$ cat src/rtl/assert_macros.svh
// Assertion helpers; the asserting module provides clk and arst_n.
`ifndef ASSERT_MACROS_SVH
`define ASSERT_MACROS_SVH

// Same-cycle implication.
`define ASSERT_IMPL(label, ante, cons) \
	label: assert property (@(posedge clk) disable iff (!arst_n) (ante) |-> (cons)) \
		else $error("assertion failed");

// Next-cycle implication.
`define ASSERT_NEXT(label, ante, cons) \
	label: assert property (@(posedge clk) disable iff (!arst_n) (ante) |=> (cons)) \
		else $error("assertion failed");

`endif

$ cat src/rtl/ths_pkg.sv
`timescale 1ns / 1ps
package ths_pkg;

	localparam int TIMER_SLOTS_DEF = 256;
	localparam int HEAP_DEPTH_DEF  = 512;
	localparam int MAX_FIRES_DEF   = 63;
	localparam int TIME_BITS_DEF   = 48;
	localparam int GEN_BITS_DEF    = 16;

	localparam int FUNC_W   = 3;
	localparam int NOW_W    = 48;
	localparam int DELAY_W  = 32;
	localparam int PERIOD_W = 32;
	localparam int HANDLE_W = 9;
	localparam int TAG_W    = 16;
	localparam int STATUS_W = 3;
	localparam int ACTIVE_W = 9;
	localparam int QDEPTH   = 2;

	typedef enum logic [FUNC_W-1:0] {
		OP_CREATE = 3'd0,
		OP_CANCEL = 3'd1,
		OP_PAUSE  = 3'd2,
		OP_RESUME = 3'd3,
		OP_UPDATE = 3'd4,
		OP_QUERY  = 3'd5,
		OP_BAD    = 3'd6
	} op_t;

	typedef enum logic [STATUS_W-1:0] {
		RS_OK         = 3'd0,
		RS_REJECTED   = 3'd1,
		RS_POOL_FULL  = 3'd2,
		RS_QUEUE_FULL = 3'd3,
		RS_FIRED      = 3'd4,
		RS_FIRED_DROP = 3'd5,
		RS_DONE       = 3'd6
	} res_status_t;

	typedef enum logic [4:0] {
		ST_CLEAR,
		ST_IDLE,
		ST_SCAN_W,
		ST_SCAN_C,
		ST_LK_W,
		ST_LK_C,
		ST_PUSH_UP,
		ST_PUSH_W,
		ST_PUSH_CMP,
		ST_UPD_CHK,
		ST_UPD_W,
		ST_UPD_TOP,
		ST_POP_W1,
		ST_POP_LAST,
		ST_POP_DOWN,
		ST_POP_WL,
		ST_POP_L,
		ST_POP_WR,
		ST_POP_R,
		ST_SLT_W,
		ST_SLT_C,
		ST_EMIT
	} state_t;

	typedef struct packed {
		op_t  op;
		logic handle_ok;
	} cmd_ctl_t;

endpackage

$ cat src/rtl/ths_if.sv
`timescale 1ns / 1ps
interface cmd_if;
	import ths_pkg::*;
	logic                valid;
	logic                ready;
	logic [FUNC_W-1:0]   func;
	logic [NOW_W-1:0]    now;
	logic [DELAY_W-1:0]  delay;
	logic [PERIOD_W-1:0] repeat_interval;
	logic [HANDLE_W-1:0] handle;
	logic [TAG_W-1:0]    callback_tag;

	modport source (output valid, func, now, delay, repeat_interval, handle, callback_tag,
		input ready);
	modport sink (input valid, func, now, delay, repeat_interval, handle, callback_tag,
		output ready);
endinterface


$ cat src/rtl/ths_front.sv
`timescale 1ns / 1ps
module ths_front #(
	parameter int TIMER_SLOTS = ths_pkg::TIMER_SLOTS_DEF,
	parameter int TIME_BITS   = ths_pkg::TIME_BITS_DEF,
	parameter int SLOT_W      = (TIMER_SLOTS > 1) ? $clog2(TIMER_SLOTS) : 1
) (
	input  logic                      clk,
	input  logic                      arst_n,
	cmd_if.sink                       cmd,
	input  logic                      clearing,
	input  logic                      pop,
	output logic                      q_valid,
	output ths_pkg::cmd_ctl_t         q_ctl,
	output logic [TIME_BITS-1:0]      q_now,
	output logic [ths_pkg::DELAY_W-1:0]  q_delay,
	output logic [ths_pkg::PERIOD_W-1:0] q_period,
	output logic [SLOT_W-1:0]         q_slot,
	output logic [ths_pkg::TAG_W-1:0] q_tag
);
	import ths_pkg::*;

	cmd_ctl_t              ctl;
	logic [63:0]           now64;
	logic [31:0]           hm1;
	logic                  push;
	logic                  wp_q, rp_q;
	logic [1:0]            cnt_q;
	cmd_ctl_t              ctl_q    [QDEPTH];
	logic [TIME_BITS-1:0]  now_q    [QDEPTH];
	logic [DELAY_W-1:0]    delay_q  [QDEPTH];
	logic [PERIOD_W-1:0]   period_q [QDEPTH];
	logic [SLOT_W-1:0]     slot_q   [QDEPTH];
	logic [TAG_W-1:0]      tag_q    [QDEPTH];

	// classify the command
	always_comb begin
		case (cmd.func)
			OP_CREATE: ctl.op = OP_CREATE;
			OP_CANCEL: ctl.op = OP_CANCEL;
			OP_PAUSE:  ctl.op = OP_PAUSE;
			OP_RESUME: ctl.op = OP_RESUME;
			OP_UPDATE: ctl.op = OP_UPDATE;
			OP_QUERY:  ctl.op = OP_QUERY;
			default:   ctl.op = OP_BAD;
		endcase
		ctl.handle_ok = (cmd.handle != '0) && (32'(cmd.handle) <= 32'(TIMER_SLOTS));
	end

	assign now64     = 64'(cmd.now);
	assign hm1       = 32'(cmd.handle) - 32'd1;
	assign cmd.ready = !clearing && (cnt_q != 2'(QDEPTH));
	assign push      = cmd.valid && cmd.ready;
	assign q_valid   = (cnt_q != '0);

	always_ff @(posedge clk) begin
		if (push) begin
			ctl_q[wp_q]    <= ctl;
			now_q[wp_q]    <= now64[TIME_BITS-1:0];
			delay_q[wp_q]  <= cmd.delay;
			period_q[wp_q] <= cmd.repeat_interval;
			slot_q[wp_q]   <= hm1[SLOT_W-1:0];
			tag_q[wp_q]    <= cmd.callback_tag;
		end
	end

	always_ff @(posedge clk or negedge arst_n) begin
		if (!arst_n) begin
			wp_q  <= 1'b0;
			rp_q  <= 1'b0;
			cnt_q <= '0;
		end else begin
			if (push)
				wp_q <= ~wp_q;
			if (pop)
				rp_q <= ~rp_q;
			case ({push, pop})
				2'b10:   cnt_q <= cnt_q + 2'd1;
				2'b01:   cnt_q <= cnt_q - 2'd1;
				default: cnt_q <= cnt_q;
			endcase
		end
	end

	assign q_ctl    = ctl_q[rp_q];
	assign q_now    = now_q[rp_q];
	assign q_delay  = delay_q[rp_q];
	assign q_period = period_q[rp_q];
	assign q_slot   = slot_q[rp_q];
	assign q_tag    = tag_q[rp_q];

endmodule

$ cat src/flat_wrapper.sv
// flat-port wrapper written by rule: the top's interface ports become plain ports
module ths_front_flat import ths_pkg::*;
#(
	parameter int TIMER_SLOTS = ths_pkg::TIMER_SLOTS_DEF,
	parameter int TIME_BITS   = ths_pkg::TIME_BITS_DEF,
	parameter int SLOT_W      = (TIMER_SLOTS > 1) ? $clog2(TIMER_SLOTS) : 1
)
  (clk, arst_n, clearing, pop, q_valid, q_ctl, q_now, q_delay, q_period, q_slot, q_tag, cmd_valid, cmd_func, cmd_now, cmd_delay, cmd_repeat_interval, cmd_handle, cmd_callback_tag, cmd_ready);
  cmd_if cmd_i ();
  input  logic clk;
  input  logic arst_n;
  input  logic clearing;
  input  logic pop;
  output logic q_valid;
  output ths_pkg::cmd_ctl_t q_ctl;
  output logic [TIME_BITS-1:0] q_now;
  output logic [ths_pkg::DELAY_W-1:0] q_delay;
  output logic [ths_pkg::PERIOD_W-1:0] q_period;
  output logic [SLOT_W-1:0] q_slot;
  output logic [ths_pkg::TAG_W-1:0] q_tag;
  input wire logic [$bits(cmd_i.valid)-1:0] cmd_valid;
  input wire logic [$bits(cmd_i.func)-1:0] cmd_func;
  input wire logic [$bits(cmd_i.now)-1:0] cmd_now;
  input wire logic [$bits(cmd_i.delay)-1:0] cmd_delay;
  input wire logic [$bits(cmd_i.repeat_interval)-1:0] cmd_repeat_interval;
  input wire logic [$bits(cmd_i.handle)-1:0] cmd_handle;
  input wire logic [$bits(cmd_i.callback_tag)-1:0] cmd_callback_tag;
  output wire logic [$bits(cmd_i.ready)-1:0] cmd_ready;
  assign cmd_i.valid = cmd_valid;
  assign cmd_i.func = cmd_func;
  assign cmd_i.now = cmd_now;
  assign cmd_i.delay = cmd_delay;
  assign cmd_i.repeat_interval = cmd_repeat_interval;
  assign cmd_i.handle = cmd_handle;
  assign cmd_i.callback_tag = cmd_callback_tag;
  assign cmd_ready = cmd_i.ready;
  ths_front #(.TIMER_SLOTS(TIMER_SLOTS), .TIME_BITS(TIME_BITS), .SLOT_W(SLOT_W)) u_core (.clk(clk), .arst_n(arst_n), .cmd(cmd_i), .clearing(clearing), .pop(pop), .q_valid(q_valid), .q_ctl(q_ctl), .q_now(q_now), .q_delay(q_delay), .q_period(q_period), .q_slot(q_slot), .q_tag(q_tag));
endmodule
$ cat config.mk
export PLATFORM = sky130hd
export DESIGN_NAME = ths_front_flat
export DESIGN_NICKNAME = d
export VERILOG_FILES = /design/src/rtl/assert_macros.svh /design/src/rtl/ths_pkg.sv /design/src/rtl/ths_if.sv /design/src/rtl/ths_front.sv /design/src/flat_wrapper.sv
export SDC_FILE = /design/constraint.sdc
export NUM_CORES = 1
export LEC_CHECK = 0
export BUFFER_PORTS_ARGS = -buffer_cell sky130_fd_sc_hd__buf_2
export CAP_MARGIN = 20
export CORE_MARGIN = 2
export CORE_UTILIZATION = 33
export CTS_CLUSTER_SIZE = 16
export DETAILED_ROUTE_END_ITERATION = 7
export GPL_TIMING_DRIVEN = 1
export PLACE_DENSITY = 0.62
export SKIP_LAST_GASP = 1
export SLEW_MARGIN = 20
export SYNTH_ARGS = -nofsm -noshare
export SYNTH_HDL_FRONTEND = slang
export SYNTH_SLANG_ARGS = --single-unit
$ cat constraint.sdc
create_clock -name clk -period 17.2 [get_ports clk]
set_input_delay 2.58 -clock clk [delete_from_list [all_inputs] [get_ports clk]]
set_output_delay 2.58 -clock clk [all_outputs]
set_load 0.05 [all_outputs]
**Word level (Yosys, flattened, before mapping)**

Memory sizes are Yosys's and may differ from the RTL's.
Index checks and enable logic that the tools add are counted.

- Register bits: 4
- Bits in latches: 0
- Memory bits (writable): 280
- ROM bits: 0
- Input bits: 145
- Logic and storage cells: 35
- Memories kept: 6

- Add/sub/neg operators: 3
- $mul: 0
- Divide/modulo/power cells: 0
- Magnitude comparators: 1
- Eq/ne operators: 8
- Shift-type cells: 0
- Mux-type cells: 4
- Bitwise operators: 2
- Reductions and logical operators: 8

Memory list:

| name | words | width | read ports | clocked after memory_dff | write ports | line | RTL |
|---|---|---|---|---|---|---|---|
| u_core.now_q | 2 | 48 | 1 | 0 | 1 | ths_front.sv:29 | `logic [TIME_BITS-1:0] now_q [QDEPTH];` |
| u_core.delay_q | 2 | 32 | 1 | 0 | 1 | ths_front.sv:30 | `logic [DELAY_W-1:0] delay_q [QDEPTH];` |
| u_core.period_q | 2 | 32 | 1 | 0 | 1 | ths_front.sv:31 | `logic [PERIOD_W-1:0] period_q [QDEPTH];` |
| u_core.tag_q | 2 | 16 | 1 | 0 | 1 | ths_front.sv:33 | `logic [TAG_W-1:0] tag_q [QDEPTH];` |
| u_core.slot_q | 2 | 8 | 1 | 0 | 1 | ths_front.sv:32 | `logic [SLOT_W-1:0] slot_q [QDEPTH];` |
| u_core.ctl_q | 2 | 4 | 1 | 0 | 1 | ths_front.sv:28 | `cmd_ctl_t ctl_q [QDEPTH];` |

Operator list:

| operator | number |
|---|---|
| 3-bit case mux with 6 select lines | 1 |
| 9-bit less-or-equal comparator (second input constant) | 1 |
| 9-bit nonzero test | 1 |
| 8-bit by 1-bit subtractor with 8-bit output (second input constant) | 1 |
| 3-bit by 2-bit == test with 1-bit output (second input constant) | 2 |
| 3-bit == test (second input constant) | 2 |
| 2-bit case mux with 2 select lines | 1 |
| 2-bit nonzero test | 2 |
| 3-bit by 1-bit == test with 1-bit output (second input constant) | 1 |
| 1-bit logical AND | 3 |
| 3-bit zero test | 1 |
| 2-bit by 1-bit adder with 2-bit output (second input constant) | 1 |
| 2-bit by 1-bit == test with 1-bit output (second input constant) | 1 |
| 2-bit == test (second input constant) | 1 |
| 1-bit two-way mux | 2 |
| 2-bit != test (second input constant) | 1 |
| 1-bit inverter | 2 |
| 2-bit by 1-bit subtractor with 2-bit output (second input constant) | 1 |
| 1-bit zero test | 1 |

**Longest topological paths before layout**

Gate-level depths: netlist (run 1).

- Depth in word-level cells: 5
- Depth in mapped cells: 6
- Depth with buffers taken out: 6

**Least setup slack after synthesis (run 1)**

OpenSTA, ideal clock, no wires.

- Path type: input -> register
- From: input port clearing
- To: memory u_core.ctl_q[0][0] (netlist name), enable pin
- Library setup time: 0.642 ns
- Arrival time: 8.596 ns
- Data required time: 16.558 ns
- Slack: 7.962 ns
- Cell stages on the path: 3
- Path buffers: 0
- Path through: inv_1 o211ai_1 nor2_1

- Cells in the longest elaborated chain, start to end: 5

RTL lines:

| element | line | RTL |
|---|---|---|
| start, declared | flat_wrapper.sv:12 | `input logic clearing;` |
| 1-bit zero test | ths_front.sv:51 | `assign cmd.ready = !clearing && (cnt_q != 2'(QDEPTH));` |
| 1-bit logical AND | ths_front.sv:51 |  |
| 1-bit logical AND | ths_front.sv:52 | `assign push = cmd.valid && cmd.ready;` |
| 1-bit two-way mux | ths_front.sv:56 | `if (push) begin` |
| 1-bit two-way mux (implied by the code) | ths_front.sv:57 | `ctl_q[wp_q] <= ctl;` |
| end, declared | ths_front.sv:28 |  |

No other way between the ends.

**Worst setup path in the final report (run 1)**

- From: input port clearing
- To: output port cmd_ready

- Cells in the longest elaborated chain, start to end: 2

RTL lines:

| element | line | RTL |
|---|---|---|
| 1-bit zero test | ths_front.sv:51 |  |
| 1-bit logical AND | ths_front.sv:51 |  |
| end, declared | flat_wrapper.sv:28 | `output wire logic [$bits(cmd_i.ready)-1:0] cmd_ready;` |

No other way between the ends.

==> metrics.cfg, run 1 <==
[outcome]
status = finished clean

[synthesis]
yosys_warnings = 0
netlist_area_um2 = 10800
synth_nets = 630
avgSynthCellArea_um2 = 22.5
synth_top_area_share_pct = 77.6
synth_area_leaders = edfxtp_1 78%, mux2_4 12%, mux2_2 5.2%
ys_seq_area_share_pct = 78.5
yosys.area.top_type = edfxtp_1
ys_types = 21
synthCells = 482
synth-seq-cells = 284

[clock_network]
clock_sinks = 284
tritoncts = yes
cts_setup_buffers = 0
cts_root_buffer = clkbuf_16
cts_buffers = 30
clk_pin_slew_ns = 0.06
htreeDepth = 1
ctsHoldBuffers = 0
cts_resized = 0
worstSkewPairLatency_ns = 0.55
clockBufferDepth = 3

[sta]
min_period_ns = 5.70
clock_skew_ns = 0.0218
tns_ns = 0
tightestPinTransition_ns = 1.01
final.period_utilization_pct = 33.2
setup_viol = 0
rsz0062_at_grt = no
worst_hold_slack_ns = 0.562
setup_ws_ns = 11.50
slew_violations = 0
max_freq_mhz = 175
final_hold_viol_count = 0
maxSlewHeadroom_pct = 32.6

[detailed_routing]
route.detailed.drc = 0
drtPass1Iterations = 4
avgRoutedWirePerCell_um = 16.9
vias_per_cell = 4.29
wl_mm = 21.1
final_antenna_net_count = 0
dr_total_vias = 5386
drtIter0Drc = 193

[critical_path]
r2r_end = u_core.now_q[1][26]
regToRegSetupSlack_ns = 14.62
cp-start-kind = primary input
required_ns = 14.62
cp-end-kind = output pin
reg2reg_depth = 4
crit_family = buffers and inverters
worstPathArrival_ns = 3.12
crit_chain = buf_2, a21oi_1, buf_2
cp_slowest_cell = buf_2
r2r-start = u_core.cnt_q[0]
cp_max_fo = 2
worstSetupPathType = in2out
path_buf_inv = 2
cpPeakStageDelay_ns = 0.29
crit_cells = 3
cpMostUsedCell = buf_2

[layout]
nets = 936
seq_area_um2 = 8510
drive_above_1_share_pct = 58.4
layout_common_cells = 286 x buf_2, 280 x edfxtp_1, 90 x mux2_4, 50 x mux2_2, 31 x clkbuf_16
area_growth_pct = 25.6
final_common_cell = buf_2
multi_input_area_um2 = 2160
final_core_util_pct = 41.9
final_design_area_no_fill_um2 = 13600
n_fill_cell = 2992

[place]
gp_congestion = 0.668
placed_cell_area_um2 = 12700
pre_cts_ws_ns = 11.49
dpl.hpwl_mm = 13.8
port_buffers = 286

[global_route]
grt_pass1_wl_mm = 31.3
overflow = 0
antenna_found_initial = 4
use_met2_pct = 20.7
busiest_layer = met2
met1_usage_pct = 13.7
grt_max_degree = 71
grt_use_total_pct = 11.8
met3_usage_pct = 3.89
first_global_vias = 5624

[die]
die_w_um = 185
fp-row-count = 66
num_io_pins = 287
die_h_um = 185
coreArea_um2 = 32500
initial_utilization_pct = 33.4
die_area_um2 = 34300

[power_and_ir_drop]
vdd_drop_max_v = 0.000104
power_switching_uw = 935
p_sw_share_pct = 38.7
power_density_nw_per_um2 = 177
p_comb_share_pct = 38.8
p_int_uw = 1480
p_seq_share_pct = 37.4
p_leak_uw = 0.00524
pwr-share-clk_pct = 23.9

[run]
maxCapViolCount = 0

[hold_path]
hold_path_end = u_core.wp_q
hp-class = reg2reg
holdPathStages = 1
hp-start = u_core.wp_q

routing by layer:
metal,part of all wire (%),vias to the layer above
li1,-,2517
met1,39,2640
met2,50,186
met3,8.0,37
met4,2.6,6
met5,0.16,-
synthesized netlist by cell type, drive strengths merged:
cell	number
and3	1
clkbuf	2
a21oi	1
dfrtp	4
nand3	2
xor2	4
nor2	6
inv	6
edfxtp	280
nor3	2
nand2	4
nor4	1
xnor2	8
ha	3
mux2	140
o211ai	1
a21boi	1
buf	16
cells by family (layout without fill, tap and decap cells):
kind of cell,Yosys count,in the layout,synth area share (%)
multiplexers,140,140,17.7
other,0,1,0
flip-flops,284,284,78.5
XOR/XNOR,12,12,0.970
AO/OA/AOI/OAI,3,3,0.185
buffers and inverters,24,354,1.69
AND/OR/NAND/NOR,16,16,0.647
adder cells (fa/ha/maj),3,3,0.346
flip-flops by register name, summed over array words and instances (netlist names):
name             cells
u_core.now_q        96
u_core.delay_q      64
u_core.period_q     64
u_core.tag_q        32
u_core.slot_q       16
u_core.ctl_q         8
u_core.cnt_q         2
u_core.rp_q          1
u_core.wp_q          1
cell type report:
type                    count  share of cell area [%]
flip-flops and latches    284                    62.5
multi-input cells         174                    15.9
inverters                   6                   0.165
clock inverters            15                   0.533
repair buffers            292                    10.8
diodes                      1                  0.0184
clock buffers              41                    5.97
well taps                 442                    4.06
power by group through the flow:
| stage | clock [µW] | combinational (µW) | sequential (µW) |
|---|---|---|---|
| 6_report | 577 | 936 | 903 |
| 3_5_place_dp | 0 | 952 | 919 |
| 4_1_cts | 597 | 953 | 905 |
| 2_1_floorplan | 0 | 798 | 906 |
| 3_3_place_gp | 0 | 950 | 914 |
| 5_1_grt | 623 | 981 | 912 |
how the worst max path moves through the flow:
stage | startpoint | to | slack [ns]
floorplan | clearing | u_core.ctl_q[0][0] | 7.96
global placement | clearing | cmd_ready | 11.50
detailed placement | clearing | cmd_ready | 11.49
CTS | clearing | cmd_ready | 11.49
global route | clearing | cmd_ready | 11.44
finish | clearing | cmd_ready | 11.50
worst reg2reg max path, delay by kind of cell, from the launching register on:
family,cells,cell delay (ns)
flip-flops,1,0.45
buffers and inverters,2,0.93
AO/OA/AOI/OAI,1,0.17
AND/OR/NAND/NOR,1,0.56
through the flow:
stage,power [µW],std cells
4_1_cts,2460,1254
2_1_floorplan,1700,482
6_report,2420,1255
3_5_place_dp,1870,1198
5_1_grt,2520,1255
3_3_place_gp,1860,1198
No activity file was read; power rests on OpenSTA's default activity.
==> inputs of run 2 (changes only) <==
--- a/config.mk
+++ b/config.mk
@@ -12,7 +12,7 @@
 export CTS_CLUSTER_SIZE = 16
 export DETAILED_ROUTE_END_ITERATION = 7
 export GPL_TIMING_DRIVEN = 1
-export PLACE_DENSITY = 0.62
+export PLACE_DENSITY = 0.64
 export SKIP_LAST_GASP = 1
 export SLEW_MARGIN = 20
 export SYNTH_ARGS = -nofsm -noshare
==> constraint.sdc (replaced) <==
create_clock -name clk -period 5.2 [get_ports clk]
set_input_delay 0.78 -clock clk [delete_from_list [all_inputs] [get_ports clk]]
set_output_delay 0.78 -clock clk [all_outputs]
set_load 0.05 [all_outputs]
==> run 2 against run 1 <==
Effect of this change: non-clock buffer count rose by 1; die area stayed put; cell area about the same; clock skew down 0.0072 ns; combinational power rose to 3.3 times the previous value; register-to-register slack got worse by 12 ns; largest cell class unchanged; total power grew to 3.3 times the previous value; wire length is 1.3% lower; clock power rose to 3.3 times the previous value.
==> metrics.cfg, run 2 (synthesis results as in run 1) <==
[clock_network]
tritoncts = yes  ; unchanged
clockBufferDepth = 3  ; unchanged
cts_resized = 0  ; unchanged
cts_setup_buffers = 0  ; unchanged
ctsHoldBuffers = 0  ; unchanged
cts_root_buffer = clkbuf_16  ; unchanged
htreeDepth = 1  ; unchanged
clock_sinks = 284  ; unchanged
clk_pin_slew_ns = 0.06  ; about the same
worstSkewPairLatency_ns = 0.53  ; was 0.55 ns
cts_buffers = 29  ; was 30

[global_route]
grt_pass1_wl_mm = 30.2  ; was 31.3 mm
first_global_vias = 5515  ; was 5624
grt_max_degree = 70  ; was 71
grt_use_total_pct = 11.4  ; was 11.8%
antenna_found_initial = 4  ; unchanged
overflow = 0  ; unchanged

[power_and_ir_drop]
p_sw_share_pct = 38.1  ; was 38.7%
power_switching_uw = 3030  ; was 935 µW
p_int_uw = 4940  ; was 1480 µW
vdd_drop_max_v = 0.000378  ; was 0.000104 V
pwr-share-clk_pct = 23.9  ; about the same
p_comb_share_pct = 38.8  ; about the same
power_density_nw_per_um2 = 585  ; was 177 nW/µm²
p_seq_share_pct = 37.4  ; about the same
p_leak_uw = 0.00525  ; was 0.00524 µW

[detailed_routing]
drtIter0Drc = 267  ; was 193
final_antenna_net_count = 0  ; unchanged
route.detailed.drc = 0  ; unchanged
dr_total_vias = 5377  ; was 5386
wl_met1_mm = 8.18  ; was 8.27 mm
highest_layer = met5  ; unchanged
avgRoutedWirePerCell_um = 16.7  ; was 16.9 µm
wl_mm = 20.9  ; was 21.1 mm
wl_met3_mm = 1.95  ; was 1.69 mm
drtPass1Iterations = 4  ; unchanged
wl_met2_mm = 10.1  ; was 10.6 mm
vias_per_cell = 4.32  ; was 4.29

[critical_path]
worstPathArrival_ns = 2.54  ; was 3.12 ns
required_ns = 4.42  ; was 14.62 ns
startpoint = u_core.rp_q  ; was clearing
r2r-start = u_core.cnt_q[0]  ; unchanged
cp-start-kind = flip-flop  ; was primary input
cp-end-kind = output pin  ; unchanged
r2r_end = u_core.now_q[1][32]  ; was u_core.now_q[1][26]
cp_slowest_cell = dfrtp_4  ; was buf_2
crit_chain = buf_4, mux2_2, buf_2  ; was buf_2, a21oi_1, buf_2
regToRegSetupSlack_ns = 2.91  ; was 14.62 ns
reg2reg_depth = 4  ; unchanged
cpPeakStageDelay_ns = 0.74  ; was 0.29 ns
cp_max_fo = 39  ; was 2
worstSetupPathType = reg2out  ; was in2out

[die]
fp-row-count = 66  ; unchanged
die_h_um = 185  ; unchanged
num_io_pins = 287  ; unchanged
initial_utilization_pct = 33.4  ; unchanged
die_w_um = 185  ; unchanged
die_area_um2 = 34300  ; unchanged
coreArea_um2 = 32500  ; unchanged

[sta]
tns_ns = 0  ; unchanged
clock_skew_ns = 0.0146  ; was 0.0218 ns
worst_hold_slack_ns = 0.0427  ; was 0.562 ns
final_hold_viol_count = 0  ; unchanged
max_freq_mhz = 301
final.period_utilization_pct = 63.9
min_period_ns = 3.32
setup_ws_ns = 1.88  ; was 11.50 ns
maxSlewHeadroom_pct = 52.4  ; was 32.6%
rsz0062_at_grt = no  ; unchanged
tightestPinTransition_ns = 0.715  ; was 1.01 ns
slew_violations = 0  ; unchanged
setup_viol = 0  ; unchanged

[place]
port_buffers = 286  ; unchanged
pre_cts_ws_ns = 2.41  ; was 11.49 ns
gp_congestion = 0.731  ; was 0.668
place_inst = 1199  ; was 1198
dpl.hpwl_mm = 14.2  ; was 13.8 mm

[outcome]
status = finished clean  ; unchanged

[layout]
regMostFlops = u_core.now_q  ; unchanged
largest_register_ffs = 96  ; unchanged
top_regs = u_core.now_q (96), u_core.delay_q (64), u_core.period_q (64)  ; unchanged
area_growth_pct = 25.7  ; was 25.6%
final_common_cell = buf_2  ; unchanged
seq_area_um2 = 8510  ; unchanged
layout_common_cells = 286 x buf_2, 280 x edfxtp_1, 90 x mux2_4, 50 x mux2_2, 29 x clkbuf_16  ; was 286 x buf_2, 280 x edfxtp_1, 90 x mux2_4, 50 x mux2_2, 31 x clkbuf_16
drive_above_1_share_pct = 59.1  ; was 58.4%
n_fill_cell = 2929  ; was 2992
instances_no_fill = 1246  ; was 1255
multi_input_area_um2 = 2160  ; unchanged
nets = 936  ; unchanged

[run]
maxCapViolCount = 0  ; unchanged

[hold_path]
hp-class = in2async  ; was reg2reg

[run 2: cell count changes in the layout (fill, tap and decap cells not counted)]
cell / change
buf_12: +2
bufinv_16: +2
clkbuf_1: -3
buf_4: -1
clkinv_1: -7
clkinv_4: -1
inv_6: +1
clkinv_2: -2
clkbuf_8: +1
diode_2: +1
clkbuf_16: -2
[run 2: routing by layer]
metal / GRT usage, % / up-vias
met2: 19.2 / 204
li1: - / 2503
met5: 0 / -
met1: 13.5 / 2627
met3: 4.27 / 39
met4: 3.81 / 4
[run 2: stage by stage]
step                total power (µW)  util (%)  cell area (µm²)
floorplan                       5610         -            10800
global placement                6140      39.3            12800
detailed placement              6160      39.3            12800
CTS                             8090      42.0            13600
global route                    8300      42.0            13600
finish                          7970      42.0            13600
[run 2: critical path: cells and delay by family (launching register included)]
kind,cells,cell delay (ns)
buffers and inverters,2,0.83
muxes,1,0.41
DFF,1,0.74
[run 2: area by class of cell]
cell class              instances  area share, %
diodes                          2         0.0367
repair buffers                293           11.1
well taps                     442           4.06
inverters                       6          0.165
clock buffers                  37           5.62
flip-flops and latches        284           62.5
clock inverters                 8          0.707
multi-input cells             174           15.9
[run 2: how the worst max path moves through the flow]
stage,slack [ns],depth (start not counted),to
3_3_place_gp,2.42,3,q_now[47]
2_1_floorplan,0.12,3,u_core.ctl_q[0][0]
6_report,1.88,3,q_tag[1]
3_5_place_dp,2.41,3,q_tag[1]
4_1_cts,1.82,3,q_tag[1]
5_1_grt,1.72,3,q_tag[1]
[run 2: power groups by stage]
stage | sequential [µW] | combinational (µW) | clock (µW)
2_1_floorplan | 2970 | 2640 | 0
3_3_place_gp | 3020 | 3120 | 0
3_5_place_dp | 3030 | 3130 | 0
4_1_cts | 2990 | 3130 | 1970
5_1_grt | 3010 | 3230 | 2060
6_report | 2980 | 3090 | 1900
==> inputs of run 3 (changes only) <==
==> constraint.sdc (replaced) <==
create_clock -name clk -period 2.76 [get_ports clk]
set_input_delay 0.414 -clock clk [delete_from_list [all_inputs] [get_ports clk]]
set_output_delay 0.414 -clock clk [all_outputs]
set_load 0.05 [all_outputs]
==> run 3 against run 2 <==
Effect of this change: total power is 93% higher; register-to-register slack worse by 2.0 ns; critical path type unchanged; first-iteration DRC count is 24% lower; highest routed layer unchanged; cell area is 1.4% higher; utilization is 0.58 points higher.
==> metrics.cfg, run 3 (synthesis results as in run 1) <==
[outcome]
status = finished clean  ; unchanged

[critical_path]
cp-endpoint = q_now[47]  ; was q_tag[1]
r2r-start = u_core.cnt_q[0]  ; unchanged
reg2reg_depth = 4  ; unchanged
startpoint = u_core.rp_q  ; unchanged
cp_max_fo = 58  ; was 39
required_ns = 2.35  ; was 4.42 ns
regToRegSetupSlack_ns = 0.92  ; was 2.91 ns
cp-end-kind = output pin  ; unchanged
r2r_end = u_core.now_q[1][38]  ; was u_core.now_q[1][32]
worstSetupPathType = reg2out  ; unchanged
worstPathArrival_ns = 2.00  ; was 2.54 ns
cp-start-kind = flip-flop  ; unchanged

[clock_network]
tritoncts = yes  ; unchanged
clk_pin_slew_ns = 0.06  ; about the same
cts_root_buffer = clkbuf_16  ; unchanged
clock_sinks = 284  ; unchanged
htreeDepth = 1  ; unchanged
clockBufferDepth = 3  ; unchanged
cts_buffers = 31  ; was 29
cts_setup_buffers = 0  ; unchanged
worstSkewPairLatency_ns = 0.55  ; was 0.53 ns

[die]
num_io_pins = 287  ; unchanged
die_area_um2 = 34300  ; unchanged
die_w_um = 185  ; unchanged
initial_utilization_pct = 33.4  ; unchanged
coreArea_um2 = 32500  ; unchanged
die_h_um = 185  ; unchanged
fp-row-count = 66  ; unchanged

[detailed_routing]
vias_per_cell = 4.26  ; was 4.32
drtIter0Drc = 204  ; was 267
drtPass1Iterations = 4  ; unchanged
final_antenna_net_count = 0  ; unchanged
dr_total_vias = 5360  ; was 5377
avgRoutedWirePerCell_um = 16.7  ; about the same
route.detailed.drc = 0  ; unchanged
wl_mm = 21.1  ; was 20.9 mm

[sta]
rsz0062_at_grt = no  ; unchanged
tns_ns = 0  ; unchanged
clock_skew_ns = 0.0120  ; was 0.0146 ns
maxSlewHeadroom_pct = 61.8  ; was 52.4%
worst_hold_slack_ns = 0.0547  ; was 0.0427 ns
final_hold_viol_count = 0  ; unchanged
final.period_utilization_pct = 87.6
setup_viol = 0  ; unchanged
min_period_ns = 2.42
max_freq_mhz = 414
slew_violations = 0  ; unchanged
tightestPinTransition_ns = 0.573  ; was 0.715 ns

[layout]
nets = 939  ; was 936
largest_register_ffs = 96  ; unchanged
area_growth_pct = 27.4  ; was 25.7%
instances_no_fill = 1258  ; was 1246
drive_above_1_share_pct = 59.0  ; was 59.1%
final_common_cell = buf_2  ; unchanged
final_core_util_pct = 42.6  ; was 42.0%
regMostFlops = u_core.now_q  ; unchanged
layout_common_cells = 286 x buf_2, 280 x edfxtp_1, 90 x mux2_4, 50 x mux2_2, 31 x clkbuf_16  ; was 286 x buf_2, 280 x edfxtp_1, 90 x mux2_4, 50 x mux2_2, 29 x clkbuf_16
top_regs = u_core.now_q (96), u_core.delay_q (64), u_core.period_q (64)  ; unchanged
final_design_area_no_fill_um2 = 13800  ; was 13600 µm²

[place]
placed_cell_area_um2 = 12800  ; about the same
dpl.hpwl_mm = 13.9  ; was 14.2 mm
place_inst = 1199  ; unchanged
gp_congestion = 0.747  ; was 0.731
port_buffers = 286  ; unchanged

[global_route]
antenna_found_initial = 2  ; was 4
grt_pass1_wl_mm = 31.0  ; was 30.2 mm
overflow = 0  ; unchanged
grt_max_degree = 84  ; was 70
grt_use_total_pct = 11.7  ; was 11.4%
first_global_vias = 5609  ; was 5515

[hold_path]
hp-class = in2reg  ; was in2async

[run]
maxCapViolCount = 0  ; unchanged

[power_and_ir_drop]
power_density_nw_per_um2 = 1120  ; was 585 nW/µm²
p_leak_uw = 0.00532  ; was 0.00525 µW
vdd_drop_max_v = 0.000601  ; was 0.000378 V

[run 3: final cells by class]
cell class / instances / area (µm²)
diodes: 1 / 2.50
inverters: 6 / 30.0
clock buffers: 39 / 806
fillers: 2920 / 18600
repair buffers: 294 / 1580
multi-input cells: 174 / 2160
flip-flops and latches: 284 / 8510
clock inverters: 18 / 166
well taps: 442 / 553
[run 3: critical path, cell delays in order, from the launching register on]
cell and delay, ns:
dfrtp_4 0.47, buf_12 0.30, mux2_2 0.39, buf_2 0.21
[run 3: worst min-delay path by stage]
| stage | start | endpoint | slack [ns] | cells after the start |
|---|---|---|---|---|
| 4_1_cts | cmd_callback_tag[10] | u_core.tag_q[1][10] | 0.01 | 1 |
| 5_1_grt | cmd_callback_tag[10] | u_core.tag_q[0][10] | 0.02 | 1 |
| 3_5_place_dp | arst_n | u_core.cnt_q[1] | 0.23 | 1 |
| 2_1_floorplan | arst_n | u_core.cnt_q[0] | 0.12 | 0 |
| 6_report | cmd_repeat_interval[20] | u_core.period_q[0][20] | 0.05 | 1 |
| 3_3_place_gp | arst_n | u_core.cnt_q[1] | 0.24 | 1 |
[run 3: metal layers]
metal	vias up	wire (µm)	track usage, %
met5	-	24	0
met4	4	604	4.03
met3	48	1820	4.03
met2	193	10300	20.0
met1	2597	8350	13.7
li1	2518	-	-
[run 3: repair_timing]
| item | in CTS | in global routing |
|---|---|---|
| hold endpoints to repair | 4 | 0 |
| hold buffers | 1 | 0 |
| resized for setup | 0 | 0 |
[run 3: report_power, final]
part	switching, µW	total (µW)	internal [µW]
clock network	1580	3910	2330
logic	4120	6000	1880
registers	151	5520	5370
total	5850	15400	9580
[run 3: stage by stage]
stage	total power [µW]	worst slack (ns)
finish	15400	0.343
CTS	15700	0.306
floorplan	10500	-0.384
detailed placement	11700	0.901
global route	16100	0.261
global placement	11600	0.922
